$ cat src/box_smoothing_3x3_edge_clipped_macros.svh
// Assertion macros shared by the 3x3 box smoothing modules.
`ifndef BOX_SMOOTHING_3X3_EDGE_CLIPPED_MACROS_SVH
`define BOX_SMOOTHING_3X3_EDGE_CLIPPED_MACROS_SVH

// Consequent must hold in the same cycle as the antecedent.
`define BSM_ASSERT_SAME(lbl, clk, rst_n, ante, cons, msg) \
    lbl: assert property (@(posedge clk) disable iff (!(rst_n)) (ante) |-> (cons)) \
        else $error(msg);

// Consequent must hold in the cycle after the antecedent.
`define BSM_ASSERT_NEXT(lbl, clk, rst_n, ante, cons, msg) \
    lbl: assert property (@(posedge clk) disable iff (!(rst_n)) (ante) |=> (cons)) \
        else $error(msg);

`endif

$ cat src/bsm_pkg.sv
// Types and constants shared by the 3x3 box smoothing modules.
`default_nettype none

package bsm_pkg;

    localparam int PIX_W = 8;
    localparam int SIZE_W = 5;
    localparam logic [SIZE_W-1:0] SIZE_RESET = 5'd8;

    // Reciprocals for the divisors 6 and 9, scaled by 2**RCP_SHIFT and rounded up.
    // Exact for every sum that a clipped 3x3 window can produce.
    localparam int RCP_SHIFT = 16;
    localparam logic [15:0] RCP_DIV6 = 16'd10923;
    localparam logic [15:0] RCP_DIV9 = 16'd7282;

    // One column of the window: oldest row on top.
    typedef struct packed {
        logic [PIX_W-1:0] top;
        logic [PIX_W-1:0] mid;
        logic [PIX_W-1:0] bot;
    } t_col;

    // What one column step asks of the window stage.
    typedef struct packed {
        logic emit_c;     // emit the result centered on the previous column
        logic emit_e;     // then emit the row-end result centered on this column
        logic left_ok;    // left neighbor column lies inside the frame
        logic top_ok;     // upper neighbor row lies inside the frame
        logic bot_ok;     // lower neighbor row lies inside the frame
        logic last_mark;  // final result of this step closes the input item
        logic done_mark;  // final result of this step closes the frame
    } t_evt;

    // One window handed to the mean unit.
    typedef struct packed {
        t_col left;
        t_col center;
        t_col right;
        logic left_ok;
        logic right_ok;
        logic top_ok;
        logic bot_ok;
        logic last;
        logic done;
    } t_win;

    typedef enum logic {
        FEED_PIXEL,
        FEED_FLUSH
    } t_feed_state;

endpackage

`default_nettype wire

$ cat src/box_smoothing_3x3_edge_clipped.sv
// Top level of the 3x3 box smoothing filter with borders clipped to the frame.
//
//  Channel      Direction  Handshake                    Payload
//  s_axis       in         s_axis_tvalid/s_axis_tready  pixel
//  m_axis       out        m_axis_tvalid/m_axis_tready  smoothed, last_of_run, frame_done
//  cfg          in         i_cfg_valid/o_cfg_ready      frame_size
//
// An input item is taken every cycle while the output side keeps up. A pixel
// passes the input register and the window registers on its way to the output
// register. The last pixel of a row after the first causes two results, which
// holds s_axis_tready low while the first leaves. After the last pixel of a frame
// the line RAM is read back once per column, so the input stays closed during
// these reads and the row-end result of that pixel, while the final row of
// results drains. Reset (synchronous, active low) clears the counters and sets
// the frame size to 8; the line RAM needs no clearing pass, since stale entries
// only feed cells outside the frame. A stalled m_axis holds the pipe, losing no item.
`default_nettype none

module box_smoothing_3x3_edge_clipped #(
    parameter int MAX_SIZE = 16
) (
    input  wire logic        i_clk,
    input  wire logic        i_rst_n,

    input  wire logic        i_cfg_valid,
    output logic             o_cfg_ready,
    input  wire logic [4:0]  i_cfg_data,      // [4:0] frame_size

    input  wire logic        s_axis_tvalid,
    output logic             s_axis_tready,
    input  wire logic [7:0]  s_axis_tdata,    // [7:0] pixel

    output logic             m_axis_tvalid,
    input  wire logic        m_axis_tready,
    output logic [7:0]       m_axis_tdata,    // [7:0] smoothed
    output logic             m_axis_tlast,    // last_of_run
    output logic             m_axis_tuser     // [0] frame_done
);

    // Column steps from the input side to the window.
    logic          evt_valid;
    bsm_pkg::t_evt evt;
    bsm_pkg::t_col col;
    logic          take;

    // Windows from the window stage to the mean unit.
    logic          win_valid;
    bsm_pkg::t_win win;
    logic          win_ready;

    // Counters, line RAM and the read-back of the last row at frame end.
    bsm_feed #(
        .MAX_SIZE(MAX_SIZE)
    ) u_feed (
        .i_clk      (i_clk),
        .i_rst_n    (i_rst_n),
        .i_cfg_valid(i_cfg_valid),
        .i_cfg_data (i_cfg_data),
        .o_cfg_ready(o_cfg_ready),
        .i_pix_valid(s_axis_tvalid),
        .i_pix      (s_axis_tdata),
        .o_pix_ready(s_axis_tready),
        .o_evt_valid(evt_valid),
        .o_evt      (evt),
        .o_col      (col),
        .i_take     (take)
    );

    // Three columns of the neighborhood and the order of the results per step.
    bsm_win u_win (
        .i_clk      (i_clk),
        .i_rst_n    (i_rst_n),
        .i_evt_valid(evt_valid),
        .i_evt      (evt),
        .i_col      (col),
        .o_take     (take),
        .o_win_valid(win_valid),
        .o_win      (win),
        .i_win_ready(win_ready)
    );

    // Sum over the in-frame cells, divide, and register the result item.
    bsm_mean u_mean (
        .i_clk     (i_clk),
        .i_rst_n   (i_rst_n),
        .i_valid   (win_valid),
        .i_win     (win),
        .o_ready   (win_ready),
        .o_valid   (m_axis_tvalid),
        .o_smoothed(m_axis_tdata),
        .o_last    (m_axis_tlast),
        .o_done    (m_axis_tuser),
        .i_ready   (m_axis_tready)
    );

endmodule

`default_nettype wire

$ cat src/bsm_ram.sv
// Generic single-write, single-read RAM with registered read data.
`default_nettype none

module bsm_ram #(
    parameter int WIDTH = 16,
    parameter int DEPTH = 16,
    localparam int AW = (DEPTH > 1) ? $clog2(DEPTH) : 1
) (
    input  wire logic             i_clk,
    input  wire logic             i_wr_en,
    input  wire logic [AW-1:0]    i_wr_addr,
    input  wire logic [WIDTH-1:0] i_wr_data,
    input  wire logic             i_rd_en,
    input  wire logic [AW-1:0]    i_rd_addr,
    output logic      [WIDTH-1:0] o_rd_data
);

    logic [WIDTH-1:0] r_mem [DEPTH];
    logic [WIDTH-1:0] r_rd_data;

    always_ff @(posedge i_clk) begin
        if (i_wr_en) begin
            r_mem[i_wr_addr] <= i_wr_data;
        end
        if (i_rd_en) begin
            r_rd_data <= r_mem[i_rd_addr];
        end
    end

    assign o_rd_data = r_rd_data;

endmodule

`default_nettype wire

$ cat src/bsm_feed.sv
// Input side: frame counters, line RAM, end-of-frame flush sequencer and input register.
`default_nettype none
`include "box_smoothing_3x3_edge_clipped_macros.svh"

module bsm_feed #(
    parameter int MAX_SIZE = 16,
    localparam int AW = $clog2(MAX_SIZE)
) (
    input  wire logic                          i_clk,
    input  wire logic                          i_rst_n,
    input  wire logic                          i_cfg_valid,
    input  wire logic [bsm_pkg::SIZE_W-1:0]    i_cfg_data,
    output logic                               o_cfg_ready,
    input  wire logic                          i_pix_valid,
    input  wire logic [bsm_pkg::PIX_W-1:0]     i_pix,
    output logic                               o_pix_ready,
    output logic                               o_evt_valid,
    output bsm_pkg::t_evt                      o_evt,
    output bsm_pkg::t_col                      o_col,
    input  wire logic                          i_take
);

    localparam int NW = $clog2(MAX_SIZE + 1);
    localparam int CW = (NW > bsm_pkg::SIZE_W) ? NW : bsm_pkg::SIZE_W;
    localparam int RW = 2 * bsm_pkg::PIX_W;

    logic [bsm_pkg::SIZE_W-1:0] r_frame_size;
    logic [AW-1:0]              r_row;
    logic [AW-1:0]              r_col;
    logic [AW-1:0]              r_fcnt;
    bsm_pkg::t_feed_state       r_state;
    bsm_pkg::t_feed_state       n_state;

    logic                       r_s1_valid;
    logic [bsm_pkg::PIX_W-1:0]  r_s1_pix;
    logic [AW-1:0]              r_s1_addr;
    logic                       r_s1_flush;
    bsm_pkg::t_evt              r_s1_evt;
    bsm_pkg::t_evt              n_evt;

    logic [CW-1:0] size_ext;
    logic [NW-1:0] n_eff;
    logic [AW-1:0] last_idx;
    logic          cfg_fire;
    logic          s1_load;
    logic          pix_ready;
    logic          flush_gen;
    logic          pix_fire;
    logic          row_end;
    logic          frame_end;
    logic          rd_en;
    logic [AW-1:0] rd_addr;
    logic          wr_en;
    logic [RW-1:0] wr_data;
    logic [RW-1:0] rd_data;

    // Effective side length, saturated to 2 .. MAX_SIZE.
    always_comb begin
        size_ext = CW'(r_frame_size);
        if (size_ext < CW'(2)) begin
            n_eff = NW'(2);
        end else if (size_ext > CW'(MAX_SIZE)) begin
            n_eff = NW'(MAX_SIZE);
        end else begin
            n_eff = NW'(size_ext);
        end
    end

    assign last_idx  = AW'(n_eff - NW'(1));
    assign cfg_fire  = i_cfg_valid;
    assign s1_load   = !r_s1_valid || i_take;
    assign pix_fire  = i_pix_valid && pix_ready;
    assign row_end   = (r_col == last_idx);
    assign frame_end = row_end && (r_row == last_idx);

    always_comb begin
        n_state = r_state;
        case (r_state)
            bsm_pkg::FEED_PIXEL: begin
                if (pix_fire && frame_end) begin
                    n_state = bsm_pkg::FEED_FLUSH;
                end
            end
            bsm_pkg::FEED_FLUSH: begin
                if (flush_gen && (r_fcnt == last_idx)) begin
                    n_state = bsm_pkg::FEED_PIXEL;
                end
            end
            default: begin
                n_state = bsm_pkg::FEED_PIXEL;
            end
        endcase
        if (cfg_fire) begin
            n_state = bsm_pkg::FEED_PIXEL;
        end
    end

    always_comb begin
        pix_ready = 1'b0;
        flush_gen = 1'b0;
        case (r_state)
            bsm_pkg::FEED_PIXEL: begin
                pix_ready = s1_load;
            end
            bsm_pkg::FEED_FLUSH: begin
                flush_gen = s1_load;
            end
            default: begin
                pix_ready = 1'b0;
            end
        endcase
    end

    // Which results the step will cause, worked out from the counters.
    always_comb begin
        if (r_state == bsm_pkg::FEED_FLUSH) begin
            n_evt.emit_c    = (r_fcnt != '0);
            n_evt.emit_e    = (r_fcnt == last_idx);
            n_evt.left_ok   = (r_fcnt > AW'(1));
            n_evt.top_ok    = 1'b1;
            n_evt.bot_ok    = 1'b0;
            n_evt.last_mark = (r_fcnt == last_idx);
            n_evt.done_mark = (r_fcnt == last_idx);
            rd_addr         = r_fcnt;
        end else begin
            n_evt.emit_c    = (r_row != '0) && (r_col != '0);
            n_evt.emit_e    = (r_row != '0) && row_end;
            n_evt.left_ok   = (r_col > AW'(1));
            n_evt.top_ok    = (r_row > AW'(1));
            n_evt.bot_ok    = 1'b1;
            n_evt.last_mark = !frame_end;
            n_evt.done_mark = 1'b0;
            rd_addr         = r_col;
        end
    end

    assign rd_en   = pix_fire || flush_gen;
    assign wr_en   = i_take && r_s1_valid && !r_s1_flush;
    assign wr_data = {rd_data[bsm_pkg::PIX_W-1:0], r_s1_pix};

    bsm_ram #(
        .WIDTH(RW),
        .DEPTH(MAX_SIZE)
    ) u_line_ram (
        .i_clk    (i_clk),
        .i_wr_en  (wr_en),
        .i_wr_addr(r_s1_addr),
        .i_wr_data(wr_data),
        .i_rd_en  (rd_en),
        .i_rd_addr(rd_addr),
        .o_rd_data(rd_data)
    );

    always_ff @(posedge i_clk) begin
        if (!i_rst_n) begin
            r_state      <= bsm_pkg::FEED_PIXEL;
            r_frame_size <= bsm_pkg::SIZE_RESET;
            r_row        <= '0;
            r_col        <= '0;
            r_fcnt       <= '0;
            r_s1_valid   <= 1'b0;
        end else begin
            r_state <= n_state;
            if (cfg_fire) begin
                r_frame_size <= i_cfg_data;
                r_row        <= '0;
                r_col        <= '0;
                r_fcnt       <= '0;
            end else begin
                if (pix_fire) begin
                    if (row_end) begin
                        r_col <= '0;
                        r_row <= frame_end ? '0 : r_row + AW'(1);
                    end else begin
                        r_col <= r_col + AW'(1);
                    end
                end
                if (flush_gen) begin
                    r_fcnt <= (r_fcnt == last_idx) ? '0 : r_fcnt + AW'(1);
                end
            end
            if (s1_load) begin
                r_s1_valid <= pix_fire || flush_gen;
            end
        end
    end

    always_ff @(posedge i_clk) begin
        if (rd_en) begin
            r_s1_pix   <= i_pix;
            r_s1_addr  <= rd_addr;
            r_s1_flush <= flush_gen;
            r_s1_evt   <= n_evt;
        end
    end

    assign o_cfg_ready = 1'b1;
    assign o_pix_ready = pix_ready;
    assign o_evt_valid = r_s1_valid;
    assign o_evt       = r_s1_evt;
    assign o_col       = '{top: rd_data[RW-1:bsm_pkg::PIX_W],
                           mid: rd_data[bsm_pkg::PIX_W-1:0],
                           bot: r_s1_pix};

    `BSM_ASSERT_NEXT(a_flush_follows_frame, i_clk, i_rst_n, pix_fire && frame_end && !cfg_fire, (r_state == bsm_pkg::FEED_FLUSH) && (r_row == '0) && (r_col == '0), "last pixel of a frame did not start the flush")
    `BSM_ASSERT_NEXT(a_flush_returns, i_clk, i_rst_n, flush_gen && (r_fcnt == last_idx) && !cfg_fire, (r_state == bsm_pkg::FEED_PIXEL) && (r_fcnt == '0), "flush did not end after the last column")

endmodule

`default_nettype wire

$ cat src/bsm_win.sv
// Sliding 3x3 window and the sequencing of the one or two results of each column step.
`default_nettype none
`include "box_smoothing_3x3_edge_clipped_macros.svh"

module bsm_win (
    input  wire logic          i_clk,
    input  wire logic          i_rst_n,
    input  wire logic          i_evt_valid,
    input  wire bsm_pkg::t_evt i_evt,
    input  wire bsm_pkg::t_col i_col,
    output logic               o_take,
    output logic               o_win_valid,
    output bsm_pkg::t_win      o_win,
    input  wire logic          i_win_ready
);

    bsm_pkg::t_col r_left;
    bsm_pkg::t_col r_center;
    bsm_pkg::t_col r_right;
    bsm_pkg::t_evt r_evt;
    logic          r_need_c;
    logic          r_need_e;

    logic busy;
    logic take;
    logic emit_fire;

    assign busy      = r_need_c || r_need_e;
    assign emit_fire = busy && i_win_ready;
    // A new step may enter once the last pending result leaves in this cycle.
    assign take      = i_evt_valid && (!busy || (i_win_ready && (r_need_c ^ r_need_e)));

    always_ff @(posedge i_clk) begin
        if (!i_rst_n) begin
            r_need_c <= 1'b0;
            r_need_e <= 1'b0;
        end else if (take) begin
            r_need_c <= i_evt.emit_c;
            r_need_e <= i_evt.emit_e;
        end else if (emit_fire) begin
            if (r_need_c) begin
                r_need_c <= 1'b0;
            end else begin
                r_need_e <= 1'b0;
            end
        end
    end

    always_ff @(posedge i_clk) begin
        if (take) begin
            r_left   <= r_center;
            r_center <= r_right;
            r_right  <= i_col;
            r_evt    <= i_evt;
        end
    end

    always_comb begin
        if (r_need_c) begin
            o_win.left     = r_left;
            o_win.center   = r_center;
            o_win.right    = r_right;
            o_win.left_ok  = r_evt.left_ok;
            o_win.right_ok = 1'b1;
            o_win.last     = r_evt.last_mark && !r_evt.emit_e;
            o_win.done     = r_evt.done_mark && !r_evt.emit_e;
        end else begin
            // Row end: the newest column is the center and has no right neighbor.
            o_win.left     = r_center;
            o_win.center   = r_right;
            o_win.right    = r_right;
            o_win.left_ok  = 1'b1;
            o_win.right_ok = 1'b0;
            o_win.last     = r_evt.last_mark;
            o_win.done     = r_evt.done_mark;
        end
        o_win.top_ok = r_evt.top_ok;
        o_win.bot_ok = r_evt.bot_ok;
    end

    assign o_take      = take;
    assign o_win_valid = busy;

    `BSM_ASSERT_NEXT(a_row_end_pending, i_clk, i_rst_n, take && i_evt.emit_e, r_need_e, "row-end result was not queued")

endmodule

`default_nettype wire

$ cat src/bsm_mean.sv
// Clipped 3x3 sum, division by 4, 6 or 9, and the output register.
`default_nettype none
`include "box_smoothing_3x3_edge_clipped_macros.svh"

module bsm_mean (
    input  wire logic                      i_clk,
    input  wire logic                      i_rst_n,
    input  wire logic                      i_valid,
    input  wire bsm_pkg::t_win             i_win,
    output logic                           o_ready,
    output logic                           o_valid,
    output logic [bsm_pkg::PIX_W-1:0]      o_smoothed,
    output logic                           o_last,
    output logic                           o_done,
    input  wire logic                      i_ready
);

    logic [9:0]  sum_l;
    logic [9:0]  sum_c;
    logic [9:0]  sum_r;
    logic [11:0] sum;
    logic [27:0] prod;
    logic [bsm_pkg::PIX_W-1:0] mean;
    logic three_rows;
    logic three_cols;
    logic load;

    logic                      r_valid;
    logic [bsm_pkg::PIX_W-1:0] r_smoothed;
    logic                      r_last;
    logic                      r_done;

    assign three_rows = i_win.top_ok && i_win.bot_ok;
    assign three_cols = i_win.left_ok && i_win.right_ok;

    always_comb begin
        sum_l = 10'(i_win.left.mid)
              + (i_win.top_ok ? 10'(i_win.left.top) : 10'd0)
              + (i_win.bot_ok ? 10'(i_win.left.bot) : 10'd0);
        sum_c = 10'(i_win.center.mid)
              + (i_win.top_ok ? 10'(i_win.center.top) : 10'd0)
              + (i_win.bot_ok ? 10'(i_win.center.bot) : 10'd0);
        sum_r = 10'(i_win.right.mid)
              + (i_win.top_ok ? 10'(i_win.right.top) : 10'd0)
              + (i_win.bot_ok ? 10'(i_win.right.bot) : 10'd0);
        sum = 12'(sum_c)
            + (i_win.left_ok ? 12'(sum_l) : 12'd0)
            + (i_win.right_ok ? 12'(sum_r) : 12'd0);

        // Interior takes 9 cells, an edge 6, a corner 4.
        if (three_rows && three_cols) begin
            prod = 28'(sum) * 28'(bsm_pkg::RCP_DIV9);
            mean = prod[bsm_pkg::RCP_SHIFT +: bsm_pkg::PIX_W];
        end else if (three_rows || three_cols) begin
            prod = 28'(sum) * 28'(bsm_pkg::RCP_DIV6);
            mean = prod[bsm_pkg::RCP_SHIFT +: bsm_pkg::PIX_W];
        end else begin
            prod = '0;
            mean = sum[9:2];
        end
    end

    assign o_ready = !r_valid || i_ready;
    assign load    = i_valid && o_ready;

    always_ff @(posedge i_clk) begin
        if (!i_rst_n) begin
            r_valid <= 1'b0;
        end else if (load) begin
            r_valid <= 1'b1;
        end else if (i_ready) begin
            r_valid <= 1'b0;
        end
    end

    always_ff @(posedge i_clk) begin
        if (load) begin
            r_smoothed <= mean;
            r_last     <= i_win.last;
            r_done     <= i_win.done;
        end
    end

    assign o_valid    = r_valid;
    assign o_smoothed = r_smoothed;
    assign o_last     = r_last;
    assign o_done     = r_done;

    `BSM_ASSERT_SAME(a_done_is_last, i_clk, i_rst_n, r_valid && r_done, r_last, "frame end result lacks the end-of-item mark")

endmodule

`default_nettype wire
$ cat config.mk
export PLATFORM = sky130hd
export DESIGN_NAME = box_smoothing_3x3_edge_clipped
export DESIGN_NICKNAME = d
export VERILOG_FILES = /design/src/bsm_pkg.sv /design/src/box_smoothing_3x3_edge_clipped.sv /design/src/bsm_ram.sv /design/src/bsm_feed.sv /design/src/bsm_win.sv /design/src/bsm_mean.sv
export VERILOG_INCLUDE_DIRS = /design/src /design/src/src
export SDC_FILE = /design/constraint.sdc
export NUM_CORES = 1
export LEC_CHECK = 0
export BUFFER_PORTS_ARGS = -buffer_cell sky130_fd_sc_hd__buf_2
export CAP_MARGIN = 5
export CORE_MARGIN = 2
export CORE_UTILIZATION = 40
export DETAILED_ROUTE_END_ITERATION = 12
export PLACE_DENSITY = 0.66
export SETUP_SLACK_MARGIN = 0.02
export SLEW_MARGIN = 20
export SYNTH_ARGS = -nofsm -noshare
export SYNTH_HDL_FRONTEND = slang
export SYNTH_SLANG_ARGS = --single-unit
$ cat constraint.sdc
create_clock -name i_clk -period 13.5 [get_ports i_clk]
set_input_delay 1.35 -clock i_clk [delete_from_list [all_inputs] [get_ports i_clk]]
set_output_delay 1.35 -clock i_clk [all_outputs]
set_load 0.01 [all_outputs]
==> results by group, run 1 <==
GRT
  • Total GRT Usage: between 10% and 20%
  • First-pass GRT wire length: 76.5 mm
  • Grt met1 use: 20.7%
  • Global route hottest layer: met2
  • Vias in the first global route: 14456
  • Initial antenna violation count: 0
  • Largest net degree at the start of global routing: 74
  • Grt total ovfl: 0
  • Routing usage on met2: roughly 28%
  • Met3 usage: under 10%

Die
  • Die area: between 0.05 and 0.06 mm²
  • Initial Utilization: about two fifths
  • DIE WIDTH: 243 µm
  • Ports: 31
  • Row count: between 80 and 90
  • Core area: 0.0564 mm²
  • Die height: ~240 µm

Layout
  • Core Util, Final: 44.9%
  • Design area: about 0.025 mm²
  • Area grow syn2layout: 10.7%
  • Nets: ~2300
  • Layout cell share with drive strength beyond 1: a little under a tenth
  • Fillers: between 5000 and 6000
  • Ant diodes: 0

Critical path
  • Worst setup EP type: flip-flop
  • Slowest stage delay, CP: between 700 and 800 ps
  • Crit path kind: flip-flop to flip-flop
  • Crit-path slowest cell: xnor2_1
  • Critical Path RT: 13800 ps
  • Worst EP arrival: 10780 ps
  • Worst Setup SP: u_win.r_need_c
  • R2R Path Start: u_win.r_need_c
  • Maximum fanout along the worst path: 53
  • Top cell by count, worst path: fa_1
  • Startpoint Class: flip-flop

Clocking
  • Clk slew on worst S/H paths: approximately 70 ps
  • Worst-skew pair later-pin latency: approximately 560 ps
  • H-tree depth reported by CTS: 2
  • Post-cts resize count: 0
  • CTS Buffer Depth: 3
  • Post-CTS Setup Bufs: 0
  • Cts hold-fix bufs: 0
  • Total CTS buffers: 42
  • CTS sink cnt: between 400 and 500
  • CTS tree: yes
  • Root Buffer: clkbuf_16

STA
  • Tcrit/Tclk final: 77.6%
  • Final setup fails: 0
  • Final Hold Viols: 0
  • Final min period: around 10000 ps
  • Max Slew Vio Count: 0
  • Max_slew headroom: between 20% and 30%
  • RSZ-0062 raised after global routing: no
  • Clock Skews: approximately 22 ps
  • Worst Max-Slew Pin Slew: 1100 ps
  • Setup TNS: 0 ps
  • FMAX: around 95 MHz

Synthesis
  • Synth Warn #: 0
  • Mapped Cells: around 1900
  • Synth area leaders: edfxtp_1 (50%), fa_1 (9.6%), ha_1 (9.4%)
  • Mapped Avg Cell Area: ~12 µm²
  • Register area share after synthesis: roughly half
  • Synthesized Nets: approximately 2200
  • Synth top area share: 49.9%
  • Ys async rst share: 0%
  • Post-synth EDFFs: 380
  • Synthesized cell area: approximately 0.023 mm²
  • Synth Register Bits: about 400
  • Distinct cells, synth: between 60 and 70
  • Most frequent cell after synthesis: edfxtp_1
  • Post-synth top area cell: edfxtp_1
  • Synth cell count leaders: edfxtp_1 (380), nand2_1 (350), inv_1 (238)
  • Post-synth top flop: edfxtp_1

Placement
  • Port Buffers: 29
  • Placed inst area: around 0.024 mm²
  • Hpwl dp: 31.7 mm
  • RePlAce Congestion: approximately 0.90

Hold path
  • Min-Delay Path Class: flip-flop to flip-flop
  • Hold path startpoint: u_feed.o_evt[0]

Routing
  • Vias after detailed routing: between 10000 and 15000
  • Drt via density: 5.17
  • Total Wirelength: roughly 47 mm
  • Detail Route Antenna Nets: 0
  • Drt pass-1 iters: 5
  • Post-DR wirelength/cell: 17.2 µm
  • Drt initial violations: between 900 and 1000
  • # DRC: 0

Flow run
  • Max-cap viol count: 0

Status
  • Status: finished, final reports clean
final cells by class:
| class | instances | area (µm²) | area share, % |
|---|---|---|---|
| clock buffer | 50 | 1100 | 4.36 |
| tap | 756 | 946 | 3.74 |
| timing repair buffer | 58 | 363 | 1.43 |
| clock inverter | 27 | 282 | 1.11 |
| multi-input combinational | 1224 | 9840 | 38.9 |
| inverter | 241 | 907 | 3.59 |
| sequential | 402 | 11900 | 46.9 |
worst paths after layout:
kind	to	slack (ps)	cells past startpoint
worst min register to register	u_win.r_evt[0]	420	0
worst max register to register	u_mean.o_smoothed[3]	3020	37
worst max-delay path	u_mean.o_smoothed[3]	3020	37
worst min-delay path	u_win.r_evt[0]	420	0
per-stage QoR:
stage / worst slack [ps] / std cells / hold slack, ps
2_1_floorplan: 3900 / 1941 / 400
3_3_place_gp: 3110 / 2681 / 402
3_5_place_dp: 3030 / 2681 / 405
4_1_cts: 2980 / 2758 / 415
5_1_grt: 2320 / 2758 / 423
6_report: 3020 / 2758 / 415
logic make-up (layout without fill, tap and decap cells):
group           Yosys count  after routing  share of synthesized area, %
mux                      59             59                          2.74
fa+ha+maj               281            281                          19.0
flops                   402            402                          51.9
buf+inv                 315            376                          5.43
simple gates            588            588                          11.6
compound gates          232            232                          6.83
other cells               1              1                        0.0164
xor+xnor                 63             63                          2.51
sequential cells by signal (all words and copies together), names as in the netlist, 5 cells and up:
register / flops
u_feed.r_frame_size: 5
u_win.r_right: 24
u_feed.u_line_ram.r_mem: 256
u_feed.o_evt: 7
u_feed.r_s1_pix: 8
u_mean.o_smoothed: 8
u_win.r_left: 24
u_win.r_center: 24
u_feed.u_line_ram.o_rd_data: 16
critical path, delay by kind of cell (launching register included):
kind	cells	cell delay, ps
adders and majority gates	11	4660
and+or+nand+nor	5	710
buffers and inverters	6	1080
AOI/OAI and AO/OA	11	1820
xor gates and xnor gates	3	1040
muxes	1	420
DFF	1	480
metal layers:
| layer | up-vias | part of all wire [%] |
|---|---|---|
| met5 | - | 0 |
| li1 | 6792 | - |
| met4 | 0 | 2.9 |
| met3 | 98 | 4.3 |
| met1 | 7010 | 43 |
| met2 | 350 | 50 |
layout by cell type, fill, tap and decap left out, types with 8 or more instances in the layout:
| master | n |
|---|---|
| ha_1 | 172 |
| a31oi_1 | 36 |
| o21ai_0 | 22 |
| edfxtp_1 | 380 |
| xnor2_1 | 38 |
| mux2_2 | 29 |
| clkinv_1 | 8 |
| xor2_1 | 22 |
| a211oi_1 | 22 |
| nand2_1 | 349 |
| o21bai_1 | 9 |
| a311oi_1 | 32 |
| nand2b_1 | 15 |
| buf_2 | 29 |
| nor2_1 | 47 |
| and2_1 | 9 |
| fa_1 | 109 |
| a21o_1 | 10 |
| clkinv_2 | 8 |
| buf_4 | 29 |
| a21oi_1 | 64 |
| nor3_1 | 9 |
| dfxtp_1 | 21 |
| mux2i_1 | 29 |
| nand3_1 | 45 |
| nand4_1 | 8 |
| clkbuf_16 | 43 |
| nor2b_1 | 21 |
| inv_1 | 236 |
| and3_1 | 52 |
Power of run 1 is left out: the tool's default activity adds up to more than one toggle a clock period on the data nets, which glitch-free logic cannot reach.
==> inputs of run 2 (changes only) <==
==> constraint.sdc (replaced) <==
create_clock -name i_clk -period 10.5 [get_ports i_clk]
set_input_delay 1.05 -clock i_clk [delete_from_list [all_inputs] [get_ports i_clk]]
set_output_delay 1.05 -clock i_clk [all_outputs]
set_load 0.01 [all_outputs]
==> run 2 against run 1 <==
Net effect:
- setup slack lost 2100 ps
- register-to-register slack got worse by 2100 ps
- worst hold slack improved by 3.5 ps
- via count down 0.31%
- sequential cell count is the same
==> results by group, run 2 (synthesis gave the netlist of run 1 again) <==
Routing
  • Vias after detailed routing: 14206 (was 14250)
  • Drt via density: 5.15 (was 5.17)
  • Drt pass-1 iters: 6 (was 5)
  • Post-DR wirelength/cell: 17.4 µm (was 17.2 µm)
  • Drt initial violations: 953 (was 932)
  • Detail Route Antenna Nets: 0 (unchanged)
  • Total Wirelength: 48.0 mm (was 47.4 mm)
  • # DRC: 0 (unchanged)

STA
  • Worst Max-Slew Pin Slew: 1040 ps (was 1100 ps)
  • Max_slew headroom: 30.5% (was 26.1%)
  • Max Slew Vio Count: 0 (unchanged)
  • Clock Skews: 17.6 ps (was 22.1 ps)
  • FMAX: 104 MHz (was 95.4 MHz)
  • RSZ-0062 raised after global routing: no (unchanged)
  • Tcrit/Tclk final: 91.3% (was 77.6%)
  • Final setup fails: 0 (unchanged)
  • Final Hold Viols: 0 (unchanged)
  • Setup TNS: 0 ps (unchanged)
  • Final min period: 9590 ps (was 10480 ps)

Hold path
  • Min-Delay Path Class: flip-flop to flip-flop (unchanged)
  • Hold path startpoint: u_feed.u_line_ram.o_rd_data[11] (was u_feed.o_evt[0])
  • Hold Path Stages: 0 (unchanged)

Critical path
  • R2R Path Start: u_win.r_need_c (unchanged)
  • Startpoint Class: flip-flop (unchanged)
  • Crit-path slowest cell: dfxtp_2 (was xnor2_1)
  • Crit path kind: flip-flop to flip-flop (unchanged)
  • Slowest stage delay, CP: 590 ps (was 720 ps)
  • Worst setup EP type: flip-flop (unchanged)
  • Worst Setup SP: u_win.r_need_c (unchanged)
  • FF-to-FF path depth: 39 (was 37)
  • Worst EP arrival: 9860 ps (was 10780 ps)
  • Maximum fanout along the worst path: 50 (was 53)
  • Critical Path RT: 10770 ps (was 13800 ps)

Clocking
  • Post-cts resize count: 0 (unchanged)
  • CTS tree: yes (unchanged)
  • Root Buffer: clkbuf_16 (unchanged)
  • Total CTS buffers: 42 (unchanged)
  • Post-CTS Setup Bufs: 0 (unchanged)
  • H-tree depth reported by CTS: 2 (unchanged)
  • CTS Buffer Depth: 3 (unchanged)
  • Clk slew on worst S/H paths: 60 ps (was 70 ps)
  • CTS sink cnt: 402 (unchanged)
  • Cts hold-fix bufs: 0 (unchanged)
  • Worst-skew pair later-pin latency: 540 ps (was 560 ps)

Layout
  • Nets: 2271 (was 2268)
  • Area grow syn2layout: 10.6% (was 10.7%)
  • Most frequent cells in the layout: edfxtp_1 (380), nand2_1 (349), inv_1 (236) (unchanged)
  • Largest register by flop count: u_feed.u_line_ram.r_mem (unchanged)
  • Design area: 0.0253 mm² (about the same)
  • Most common cell after layout, fill and taps aside: edfxtp_1 (unchanged)
  • Fillers: 5211 (was 5101)
  • Largest register FFs: 256 (unchanged)
  • Ant diodes: 0 (unchanged)
  • Layout cell share with drive strength beyond 1: 9.48% (was 9.29%)

Placement
  • Port Buffers: 29 (unchanged)
  • Hpwl dp: 32.5 mm (was 31.7 mm)
  • RePlAce Congestion: 0.885 (was 0.904)
  • Placed inst area: 0.0239 mm² (about the same)

Flow run
  • Max-cap viol count: 0 (unchanged)

GRT
  • Met3 usage: 1.74% (was 2.31%)
  • Grt met1 use: 20.8% (was 20.7%)
  • Global route hottest layer: met2 (unchanged)
  • Vias in the first global route: 14781 (was 14456)
  • Total GRT Usage: 16.3% (was 16.2%)
  • Initial antenna violation count: 0 (unchanged)
  • Routing usage on met2: 29.1% (was 28.0%)
  • First-pass GRT wire length: 77.6 mm (was 76.5 mm)
  • Grt total ovfl: 0 (unchanged)
  • Largest net degree at the start of global routing: 73 (was 74)

Die
  • Initial Utilization: 40.5% (unchanged)
  • Die height: 243 µm (unchanged)
  • Die area: 0.0590 mm² (unchanged)
  • Ports: 31 (unchanged)
  • Core area: 0.0564 mm² (unchanged)
  • DIE WIDTH: 243 µm (unchanged)
  • Row count: 87 (unchanged)

Status
  • Status: finished, final reports clean (unchanged)
run 2: cell types whose count changed in the layout (fill, tap and decap cells not counted):
cell | before | now
clkinvlp_4 | 1 | 2
inv_4 | 0 | 1
clkinv_2 | 8 | 11
clkbuf_8 | 0 | 2
clkinv_4 | 2 | 1
buf_12 | 0 | 1
clkinv_1 | 8 | 7
bufinv_16 | 5 | 2
buf_4 | 29 | 31
inv_6 | 4 | 2
run 2: cell type report:
| type | instances | area (µm²) | area share [%] |
|---|---|---|---|
| timing repair buffer | 61 | 398 | 1.58 |
| clock inverter | 25 | 190 | 0.753 |
| multi-input combinational | 1224 | 9840 | 38.9 |
| sequential | 402 | 11900 | 46.9 |
| tap | 756 | 946 | 3.74 |
| inverter | 241 | 907 | 3.59 |
| clock buffer | 52 | 1130 | 4.47 |
run 2: routing by layer:
layer  vias to the layer above  share of wire (%)
li1                       6797                  -
met1                      7052                 43
met2                       282                 51
met3                        75                3.7
met4                         0                2.8
met5                         -                  0
run 2: per-stage QoR:
stage | hold WS [ps] | utilization [%] | instances | setup slack [ps]
4_1_cts | 421 | 44.8 | 2761 | 908
5_1_grt | 431 | 44.8 | 2761 | 325
6_report | 419 | 44.8 | 2761 | 909
3_5_place_dp | 405 | 42.5 | 2684 | 903
2_1_floorplan | 400 | - | 1941 | 904
3_3_place_gp | 401 | 42.4 | 2684 | 1080
run 2: worst paths after layout:
path / end / slack (ps)
worst min register to register: u_win.r_right[19] / 420
worst max-delay path: u_mean.o_smoothed[3] / 910
worst min-delay path: u_win.r_right[19] / 420
worst max register to register: u_mean.o_smoothed[3] / 910
run 2: worst max-delay path, delay by kind of cell, from the launching register on:
family          cells  cell delay [ps]
compound gates     11             1870
xor+xnor            3              490
fa+ha+maj          10             4240
buf+inv             8              950
flops               1              590
mux                 1              370
simple gates        6              820
Power of run 2 is left out for the same reason.
==> inputs of run 3 (changes only) <==
--- a/config.mk
+++ b/config.mk
@@ -12,6 +12,7 @@
 export CORE_UTILIZATION = 40
 export DETAILED_ROUTE_END_ITERATION = 12
 export PLACE_DENSITY = 0.66
+export RECOVER_POWER = 50
 export SETUP_SLACK_MARGIN = 0.02
 export SLEW_MARGIN = 20
 export SYNTH_ARGS = -nofsm -noshare
==> run 3 against run 2 <==
Net effect:
- the run now ends with max-capacitance violations, max-slew violations left
- die area is the same
- worst hold slack barely moved
- global-route usage stayed put
- highest routed layer unchanged
==> results by group, run 3 (synthesis gave the netlist of run 1 again) <==
Critical path
  • Maximum fanout along the worst path: 50 (unchanged)
  • Critical Path RT: 10770 ps (about the same)
  • Slowest stage delay, CP: 590 ps (about the same)
  • Worst EP arrival: 9850 ps (was 9860 ps)
  • Worst path bufs/invs: 8 (unchanged)
  • Crit-path leading delay family: adder cells (unchanged)
  • Crit path kind: flip-flop to flip-flop (unchanged)
  • Worst setup EP type: flip-flop (unchanged)
  • Crit-path slowest cell: dfxtp_2 (unchanged)
  • Startpoint Class: flip-flop (unchanged)

Layout
  • Largest register FFs: 256 (unchanged)
  • Largest register by flop count: u_feed.u_line_ram.r_mem (unchanged)
  • Most frequent cells in the layout: edfxtp_1 (380), nand2_1 (349), inv_1 (237) (was edfxtp_1 (380), nand2_1 (349), inv_1 (236))
  • Nets: 2271 (unchanged)
  • Layout cell share with drive strength beyond 1: 8.48% (was 9.48%)
  • Ant diodes: 0 (unchanged)
  • Most common cell after layout, fill and taps aside: edfxtp_1 (unchanged)
  • Area grow syn2layout: 10.3% (was 10.6%)

STA
  • Setup TNS: 0 ps (unchanged)
  • Tcrit/Tclk final: 91.3% (about the same)
  • FMAX: 104 MHz (about the same)
  • Final min period: 9580 ps (was 9590 ps)
  • Max Slew Vio Count: 66 (was 0)
  • Final Hold Viols: 0 (unchanged)
  • Clock Skews: 17.3 ps (was 17.6 ps)
  • RSZ-0062 raised after global routing: no (unchanged)
  • Max_slew headroom: -120% (was 30.5%)
  • Worst Max-Slew Pin Slew: 3290 ps (was 1040 ps)
  • Final setup fails: 0 (unchanged)

Routing
  • Post-DR wirelength/cell: 17.4 µm (about the same)
  • Drt pass-1 iters: 5 (was 6)
  • Vias after detailed routing: 14316 (was 14206)
  • # DRC: 0 (unchanged)
  • Drt initial violations: 928 (was 953)
  • Detail Route Antenna Nets: 0 (unchanged)
  • Total Wirelength: 48.0 mm (about the same)
  • Drt via density: 5.19 (was 5.15)

Clocking
  • Cts hold-fix bufs: 0 (unchanged)
  • Post-cts resize count: 0 (unchanged)
  • Total CTS buffers: 42 (unchanged)
  • Worst-skew pair later-pin latency: 540 ps (about the same)
  • CTS tree: yes (unchanged)
  • Post-CTS Setup Bufs: 0 (unchanged)
  • Root Buffer: clkbuf_16 (unchanged)
  • Clk slew on worst S/H paths: 60 ps (about the same)
  • H-tree depth reported by CTS: 2 (unchanged)
  • CTS sink cnt: 402 (unchanged)
  • CTS Buffer Depth: 3 (unchanged)

Flow run
  • Max-cap viol count: 1 (was 0)

Die
  • Core area: 0.0564 mm² (unchanged)
  • Die height: 243 µm (unchanged)
  • DIE WIDTH: 243 µm (unchanged)
  • Ports: 31 (unchanged)
  • Row count: 87 (unchanged)
  • Die area: 0.0590 mm² (unchanged)
  • Initial Utilization: 40.5% (unchanged)

GRT
  • Largest net degree at the start of global routing: 73 (unchanged)
  • Initial antenna violation count: 0 (unchanged)
  • First-pass GRT wire length: 77.6 mm (unchanged)
  • Total GRT Usage: 16.3% (unchanged)
  • Grt total ovfl: 0 (unchanged)
  • Vias in the first global route: 14781 (unchanged)

Placement
  • Hpwl dp: 32.5 mm (unchanged)
  • Port Buffers: 29 (unchanged)
  • RePlAce Congestion: 0.885 (unchanged)

Status
  • Status: finished with violations (was finished, final reports clean)
  • Failing checks: max-capacitance violations, max-slew violations

Hold path
  • Min-Delay Path Class: flip-flop to flip-flop (unchanged)
[run 3: per-layer routing]
layer / wire [µm] / track usage, % / vias up
met1: 20300 / 20.8 / 7119
met5: 0 / 0 / -
met4: 1370 / 5.38 / 0
met2: 24400 / 29.1 / 319
met3: 1970 / 1.74 / 78
li1: - / - / 6800
[run 3: layout make-up]
class                   count  area [µm²]
multi-input cells        1224        9790
clock buffers              52        1130
flip-flops and latches    402       11900
repair buffers             61         379
well taps                 756         946
clock inverters            25         190
inverters                 241         907
fillers                  5224       31200
[run 3: worst register-to-register path: cells and delay by family, from the launching register on]
family                     cells  cell delay [ps]
AOI/OAI and AO/OA             11             1870
muxes                          1              380
buffers and inverters          8              950
adders and majority gates     10             4240
xor gates and xnor gates       3              490
and+or+nand+nor                6              820
DFF                            1              590
[run 3: worst paths after layout]
kind	slack (ps)	to	from	cells after the start
min reg2reg	420	u_win.r_right[19]	u_feed.u_line_ram.o_rd_data[11]	0
max	920	u_mean.o_smoothed[3]	u_win.r_need_c	39
min	420	u_win.r_right[19]	u_feed.u_line_ram.o_rd_data[11]	0
max reg2reg	920	u_mean.o_smoothed[3]	u_win.r_need_c	39
[run 3: metrics by stage]
| step | instance area, µm² | instances | hold WS (ps) | util [%] | setup slack (ps) |
|---|---|---|---|---|---|
| 2_1_floorplan | 22800 | 1941 | 400 | - | 904 |
| 3_3_place_gp | 23900 | 2684 | 401 | 42.4 | 1080 |
| 3_5_place_dp | 23900 | 2684 | 405 | 42.5 | 903 |
| 4_1_cts | 25300 | 2761 | 421 | 44.8 | 908 |
| 5_1_grt | 25200 | 2761 | 431 | 44.7 | 325 |
| 6_report | 25200 | 2761 | 419 | 44.7 | 918 |
Power of run 3 is left out for the same reason.
